==> config.mk <==
export PLATFORM = sky130hd
export DESIGN_NAME = fast_hadamard_transform_frame_top
export DESIGN_NICKNAME = d
export VERILOG_FILES = /design/src/rtl/core/fht_pkg.sv /design/src/rtl/core/fht_scale.sv /design/src/rtl/core/fast_hadamard_transform_frame_top.sv
export SDC_FILE = /design/constraint.sdc
export NUM_CORES = 2
export LEC_CHECK = 0
export BUFFER_PORTS_ARGS = -buffer_cell sky130_fd_sc_hd__clkbuf_2
export CORE_MARGIN = 5
export CORE_UTILIZATION = 51
export DETAILED_ROUTE_END_ITERATION = 16
export PLACE_DENSITY = 0.75
export SLEW_MARGIN = 20
export SYNTH_ARGS = -nofsm -noshare
export SYNTH_HDL_FRONTEND = slang
export SYNTH_SLANG_ARGS = --single-unit
==> constraint.sdc <==
create_clock -name clock -period 38.1 [get_ports clock]
set_input_delay 1.905 -clock clock [delete_from_list [all_inputs] [get_ports clock]]
set_output_delay 1.905 -clock clock [all_outputs]
set_load 0.005 [all_outputs]
==> src/rtl/core/fht_pkg.sv <==
// types, constants and butterfly helpers for the normalized hadamard frame transform
// no dependencies; used by the top level and fht_scale
package fht_pkg;

   localparam int CHANNELS    = 8;
   localparam int SAMPLE_BITS = 16;
   localparam int LANES       = 8;
   localparam int LANE_BITS   = $clog2(LANES);
   localparam int STAGES      = LANE_BITS;
   localparam int SUM_BITS    = SAMPLE_BITS + LANE_BITS + 1;
   localparam int SCALE_BITS  = 18;
   localparam int SCALE_SHIFT = 16;
   localparam int PROD_BITS   = SUM_BITS + SCALE_BITS;

   typedef logic signed [SAMPLE_BITS-1:0] sample_type;
   typedef logic signed [SUM_BITS-1:0]    sum_type;
   typedef logic signed [SCALE_BITS-1:0]  scale_type;
   typedef logic signed [PROD_BITS-1:0]   prod_type;

   typedef sample_type sample_frame_type [LANES];
   typedef sum_type    frame_type        [LANES];
   typedef prod_type   prod_frame_type   [LANES];

   // round(65536 / sqrt(n))
   function automatic scale_type scale_value(input int n);
      scale_type s;
      case (n)
         2:       s = scale_type'(46341);
         3:       s = scale_type'(37837);
         4:       s = scale_type'(32768);
         5:       s = scale_type'(29309);
         6:       s = scale_type'(26755);
         7:       s = scale_type'(24770);
         8:       s = scale_type'(23170);
         default: s = scale_type'(65536);
      endcase
      return s;
   endfunction

   localparam scale_type SCALE      = scale_value(CHANNELS);
   localparam prod_type  ROUND_HALF = prod_type'(64'sd1 <<< (SCALE_SHIFT - 1));
   localparam prod_type  MAX_VAL    = prod_type'((64'sd1 <<< (SAMPLE_BITS - 1)) - 64'sd1);
   localparam prod_type  MIN_VAL    = prod_type'(-(64'sd1 <<< (SAMPLE_BITS - 1)));

   // one butterfly level in natural order; levels whose stride reaches the channel count pass through
   function automatic frame_type butterfly(input frame_type f, input int level);
      frame_type o;
      int stride;
      stride = 1 << level;
      for (int i = 0; i < LANES; i++) begin
         if (stride >= CHANNELS) begin
            o[i] = f[i];
         end else if ((i & stride) == 0) begin
            o[i] = f[i] + f[i | stride];
         end else begin
            o[i] = f[i ^ stride] - f[i];
         end
      end
      return o;
   endfunction

endpackage

==> src/rtl/core/fht_scale.sv <==
// scaling back end: multiply by the normalization constant, round and saturate
// two register stages with valid/ready stall; depends on fht_pkg
module fht_scale (
   input  logic                     clock,
   input  logic                     reset,
   input  logic                     in_valid,
   output logic                     in_ready,
   input  fht_pkg::frame_type       in_frame,
   output logic                     out_valid,
   input  logic                     out_ready,
   output fht_pkg::sample_frame_type out_result,
   output logic                     out_saturated
);

   logic                       prod_valid_ff;
   logic                       prod_valid_in;
   fht_pkg::prod_frame_type    prod_ff;
   fht_pkg::prod_frame_type    prod_in;
   logic                       res_valid_ff;
   logic                       res_valid_in;
   fht_pkg::sample_frame_type  res_ff;
   fht_pkg::sample_frame_type  res_in;
   logic                       sat_ff;
   logic                       sat_in;
   logic                       prod_ready;
   logic                       res_ready;
   fht_pkg::prod_type          rnd;

   assign res_ready  = !res_valid_ff || out_ready;
   assign prod_ready = !prod_valid_ff || res_ready;
   assign in_ready   = prod_ready;

   assign prod_valid_in = prod_ready ? in_valid : prod_valid_ff;
   assign res_valid_in  = res_ready ? prod_valid_ff : res_valid_ff;

   always_comb begin
      for (int i = 0; i < fht_pkg::LANES; i++) begin
         prod_in[i] = fht_pkg::prod_type'(in_frame[i]) * fht_pkg::prod_type'(fht_pkg::SCALE);
      end
   end

   always_comb begin
      sat_in = 1'b0;
      rnd    = '0;
      for (int i = 0; i < fht_pkg::LANES; i++) begin
         rnd = (prod_ff[i] + fht_pkg::ROUND_HALF) >>> fht_pkg::SCALE_SHIFT;
         if (i >= fht_pkg::CHANNELS) begin
            res_in[i] = '0;
         end else if (rnd > fht_pkg::MAX_VAL) begin
            res_in[i] = fht_pkg::MAX_VAL[fht_pkg::SAMPLE_BITS-1:0];
            sat_in    = 1'b1;
         end else if (rnd < fht_pkg::MIN_VAL) begin
            res_in[i] = fht_pkg::MIN_VAL[fht_pkg::SAMPLE_BITS-1:0];
            sat_in    = 1'b1;
         end else begin
            res_in[i] = rnd[fht_pkg::SAMPLE_BITS-1:0];
         end
      end
   end

   always_ff @(posedge clock) begin
      if (reset) begin
         prod_valid_ff <= 1'b0;
         res_valid_ff  <= 1'b0;
      end else begin
         prod_valid_ff <= prod_valid_in;
         res_valid_ff  <= res_valid_in;
      end
   end

   always_ff @(posedge clock) begin
      if (prod_ready && in_valid) begin
         prod_ff <= prod_in;
      end
      if (res_ready && prod_valid_ff) begin
         res_ff <= res_in;
         sat_ff <= sat_in;
      end
   end

   assign out_valid     = res_valid_ff;
   assign out_result    = res_ff;
   assign out_saturated = sat_ff;

endmodule

==> src/rtl/core/fast_hadamard_transform_frame_top.sv <==
// normalized fast walsh-hadamard transform of one 8-lane sample frame per transaction
// every accepted request passes six registers on its way to rsp_valid:
//   input, 3 butterfly levels, multiply, round/saturate
// throughput: one frame per cycle while the response side takes results, every stage registered
// reset clears only the per-stage valid bits; data registers are not reset
// depends on fht_pkg and fht_scale
module fast_hadamard_transform_frame_top (
   input  logic                clock,
   input  logic                reset,
   input  logic                req_valid,
   output logic                req_ready,
   input  fht_pkg::sample_type req_sample_0,
   input  fht_pkg::sample_type req_sample_1,
   input  fht_pkg::sample_type req_sample_2,
   input  fht_pkg::sample_type req_sample_3,
   input  fht_pkg::sample_type req_sample_4,
   input  fht_pkg::sample_type req_sample_5,
   input  fht_pkg::sample_type req_sample_6,
   input  fht_pkg::sample_type req_sample_7,
   output logic                rsp_valid,
   input  logic                rsp_ready,
   output fht_pkg::sample_type rsp_result_0,
   output fht_pkg::sample_type rsp_result_1,
   output fht_pkg::sample_type rsp_result_2,
   output fht_pkg::sample_type rsp_result_3,
   output fht_pkg::sample_type rsp_result_4,
   output fht_pkg::sample_type rsp_result_5,
   output fht_pkg::sample_type rsp_result_6,
   output fht_pkg::sample_type rsp_result_7,
   output logic                rsp_saturated
);

   localparam int NREG = fht_pkg::STAGES + 1;

   fht_pkg::sample_frame_type req_frame;
   fht_pkg::frame_type        in_frame;
   fht_pkg::frame_type        stage_ff    [NREG];
   fht_pkg::frame_type        stage_in    [NREG];
   logic [NREG-1:0]           valid_ff;
   logic [NREG-1:0]           valid_in;
   logic [NREG-1:0]           valid_src;
   logic [NREG:0]             ready;
   fht_pkg::sample_frame_type rsp_frame;

   assign req_frame[0] = req_sample_0;
   assign req_frame[1] = req_sample_1;
   assign req_frame[2] = req_sample_2;
   assign req_frame[3] = req_sample_3;
   assign req_frame[4] = req_sample_4;
   assign req_frame[5] = req_sample_5;
   assign req_frame[6] = req_sample_6;
   assign req_frame[7] = req_sample_7;

   // unused lanes enter the network as zero
   always_comb begin
      for (int i = 0; i < fht_pkg::LANES; i++) begin
         in_frame[i] = (i < fht_pkg::CHANNELS) ? fht_pkg::sum_type'(req_frame[i]) : '0;
      end
   end

   for (genvar k = 0; k < NREG; k++) begin : g_stage
      if (k == 0) begin : g_first
         assign stage_in[k]  = in_frame;
         assign valid_src[k] = req_valid;
      end else begin : g_level
         assign stage_in[k]  = fht_pkg::butterfly(stage_ff[k-1], k - 1);
         assign valid_src[k] = valid_ff[k-1];
      end

      assign ready[k]    = !valid_ff[k] || ready[k+1];
      assign valid_in[k] = ready[k] ? valid_src[k] : valid_ff[k];

      always_ff @(posedge clock) begin
         if (reset) begin
            valid_ff[k] <= 1'b0;
         end else begin
            valid_ff[k] <= valid_in[k];
         end
      end

      always_ff @(posedge clock) begin
         if (ready[k] && valid_src[k]) begin
            stage_ff[k] <= stage_in[k];
         end
      end
   end

   assign req_ready = ready[0];

   fht_scale u_scale (
      .clock         (clock),
      .reset         (reset),
      .in_valid      (valid_ff[NREG-1]),
      .in_ready      (ready[NREG]),
      .in_frame      (stage_ff[NREG-1]),
      .out_valid     (rsp_valid),
      .out_ready     (rsp_ready),
      .out_result    (rsp_frame),
      .out_saturated (rsp_saturated)
   );

   assign rsp_result_0 = rsp_frame[0];
   assign rsp_result_1 = rsp_frame[1];
   assign rsp_result_2 = rsp_frame[2];
   assign rsp_result_3 = rsp_frame[3];
   assign rsp_result_4 = rsp_frame[4];
   assign rsp_result_5 = rsp_frame[5];
   assign rsp_result_6 = rsp_frame[6];
   assign rsp_result_7 = rsp_frame[7];

endmodule

==> impl_metrics.toml <==
[run_status]
status = "complete, no violations"

[synthesis]
synth_compound_area_share_pct = 8.726
syn_area_sq_mm = 0.08417
synth_top_flop_cell = "edfxtp_1"
synthArstFlopShare_pct = 0
yosys_register_bits = 894
synth_top_family_by_area = "adder cells"
synth-warning-count = 0
synthMuxAreaShare_pct = 0.06094
synth.largest_area_cell = "edfxtp_1"
synth_nets = 10093
ys_seq_area_share_pct = 31.82
yosys.area_share.simple_pct = 8.049
yosysUniqueCellTypes = 87
synthXorXnorAreaFrac_pct = 6.441
synthTopCellsByArea = "edfxtp_1, ha_1, fa_1"
synth_adder_area_share_pct = 38.00
synth_edf_count = 888
synth_top_area_share_pct = 31.68
synth_commonest_cells = "ha_1, inv_1, edfxtp_1"
avgSynthCellArea_sq_um = 10.82
synth.most_common_cell = "ha_1"
synthCells = 7779

[critical_path]
end_kind = "flip-flop"
cp_max_fo = 35
startpoint = "stage_ff[3][140]$_DFFE_PP_"
crit_path_end = "u_scale.prod_ff[67]$_DFFE_PP_"
rr_startpoint = "stage_ff[3][140]$_DFFE_PP_"
cp.required_ns = 38.58
regToRegSetupSlack_ns = 31.81
worstReg2RegEnd = "u_scale.prod_ff[67]$_DFFE_PP_"
worst_r2r_path_depth = 20
critPathKind = "reg2reg"
arrival_ns = 6.76
start_kind = "flip-flop"

[floorplanning]
die_area_sq_mm = 0.1733
num_rows = 149
ios = 263
fp.coreArea_sq_mm = 0.1646
die_h_microns = 416.3
die_x_microns = 416.3
initial_core_util_pct = 51.13

[power_and_ir_drop]
pwr-share-comb_pct = 54.6
p_total_uw = 5456
p_per_area_mw_per_mm2 = 59.65
clockPowerShare_pct = 18.6
pwr-share-seq_pct = 26.8
internal_power_uw = 3288
ir_worst_vdd_mv = 0.04603
p_sw_uw = 2168
swShare_pct = 39.73
p_leak_uw = 0.04211

[timing]
rsz0062_at_grt = "no"
final_max_slew_viol_count = 0
finalSetupViolations = 0
finalCritPeriodShare_pct = 16.50
hold_viol = 0
fmax_mhz = 159.0
relSlewSlack_pct = 26.94
finalClockSkew_ns = 0.04228
post-route-min-period_ns = 6.288
worst_slew_pin_slew_ns = 1.096
hold_slack_ns = 0.5078
tns_ns = 0

[route]
drt-initial-drc-count = 3300
vias = 55277
avgRoutedWirePerCell_microns = 17.84
firstDrtPassIters = 6
wl_microns = 184200
drtAntennaViolNets = 0
drc = 0
vias_per_cell = 5.356

[clocking]
cts.sinks = 894
root_buffer = "clkbuf_16"
clk_latency_ns = 0.76
hold_buffers = 0
cts_resized = 0
cts_setup_buffers = 0
clock_path_buffers = 3
cts_max_level = 3
tritoncts = "yes"
cts_inserted_buffers = 100
clkSlewWorstSetupHoldPaths_ns = 0.06

[global_routing]
grt_usage_pct = 21.17
grt_overflow_total = 0
grt_max_degree = 86
met3_usage_pct = 2.421
grtUsageMet2_pct = 35.46
grt.busiest_layer = "met2"
grt_pass1_vias = 55869
grt_pass1_wl_microns = 296100
grt_antenna_before_repair = 15
gr-usage-met1_pct = 28.70

[place]
gp_congestion = 0.9085
portBuffers = 262
dp_hpwl_microns = 153100

[cells_and_area]
syn_to_final_growth_pct = 8.669
n_fill_cell = 13766
fin_util_pct = 55.57
drive_gt1_share_pct = 6.163
multi_input_area_sq_mm = 0.05165
fin_nets = 10361
ff_latch_area_sq_mm = 0.02679

[flow_run]
drv_cap = 0

[hold_path]
hold_path_class = "reg2reg"
worst max-delay path, stage by stage, from the launching register on:
cell	delay [ns]
edfxtp_1	0.47
buf_4	0.53
ha_1	0.25
inv_1	0.05
fa_1	0.47
inv_1	0.04
ha_1	0.28
fa_1	0.50
fa_1	0.41
ha_1	0.29
ha_1	0.30
and4_1	0.21
a221oi_2	0.33
a2111oi_2	0.17
a2111oi_2	0.54
o21bai_1	0.18
a21oi_1	0.29
o21ai_0	0.14
a31oi_1	0.26
o21bai_1	0.12
xor2_1	0.15
per-stage QoR:
step | setup WS [ns] | area (sq um) | cells
after global placement | 31.94 | 88000 | 10134
final | 31.81 | 91470 | 10320
after CTS | 31.81 | 91460 | 10318
after floorplan | 23.05 | 84170 | 7779
after global routing | 31.50 | 91470 | 10318
after detailed placement | 31.82 | 88000 | 10134
final cells by class:
| type | instances | share of cell area [%] |
|---|---|---|
| clock inverters | 67 | 0.9821 |
| clock buffers | 117 | 2.806 |
| inverters | 1430 | 5.868 |
| flip-flops and latches | 894 | 29.28 |
| well taps | 2189 | 2.994 |
| diodes | 2 | 0.005472 |
| multi-input cells | 5339 | 56.46 |
| repair buffers | 282 | 1.598 |
power by group through the flow:
stage	Sequential [uW]	Combinational [uW]	Clock (uW)
final	1460	2980	1010
after global routing	1470	3410	1080
after CTS	1460	2990	1040
after detailed placement	1480	2960	0
after global placement	1480	2870	0
after floorplan	1450	2310	0
cell families after synthesis:
group	Yosys count
muxes	5
AOI/OAI and AO/OA	1131
buffers and inverters	1546
DFF	894
and+or+nand+nor	1401
xor gates and xnor gates	619
adders and majority gates	2183
sequential cells by signal, indices dropped and copies added (netlist names):
signal,flops
stage_ff,591
u_scale.out_saturated,1
u_scale.prod_ff,168
valid_ff,4
u_scale.out_result,128
u_scale.out_valid,1
u_scale.prod_valid_ff,1
per-layer routing:
metal | up-vias | routed length (microns)
met5 | - | 13
met4 | 2 | 6472
met3 | 239 | 8087
met2 | 1108 | 86880
met1 | 26962 | 82710
li1 | 26966 | -
cell usage in the layout (no fill, tap or decap), drive strengths merged, types with 69 or more instances in the layout:
| cell type | netlist | final |
|---|---|---|
| nor2b | 102 | 102 |
| xor2 | 205 | 205 |
| ha | 1559 | 1559 |
| xnor2 | 414 | 414 |
| a21o | 69 | 69 |
| inv | 1430 | 1436 |
| nand2b | 77 | 77 |
| o21ai | 269 | 269 |
| edfxtp | 888 | 888 |
| clkbuf | 103 | 379 |
| nand3 | 124 | 124 |
| nor3 | 138 | 138 |
| a21oi | 339 | 339 |
| nor2 | 510 | 510 |
| fa | 623 | 623 |
| nand2 | 195 | 195 |
how the worst min path moves through the flow:
stage / cells after the start / from / end / slack, ns
6_report: 2 / valid_ff[3]$_SDFFE_PP0P_ / u_scale.prod_valid_ff$_SDFFE_PP0P_ / 0.51
5_1_grt: 2 / valid_ff[3]$_SDFFE_PP0P_ / u_scale.prod_valid_ff$_SDFFE_PP0P_ / 0.55
4_1_cts: 2 / valid_ff[3]$_SDFFE_PP0P_ / u_scale.prod_valid_ff$_SDFFE_PP0P_ / 0.51
3_5_place_dp: 2 / valid_ff[3]$_SDFFE_PP0P_ / u_scale.prod_valid_ff$_SDFFE_PP0P_ / 0.49
3_3_place_gp: 2 / valid_ff[3]$_SDFFE_PP0P_ / u_scale.prod_valid_ff$_SDFFE_PP0P_ / 0.46
2_1_floorplan: 2 / valid_ff[0]$_SDFFE_PP0N_ / valid_ff[1]$_SDFFE_PP0P_ / 0.44
(Power assumes the default switching activity.)
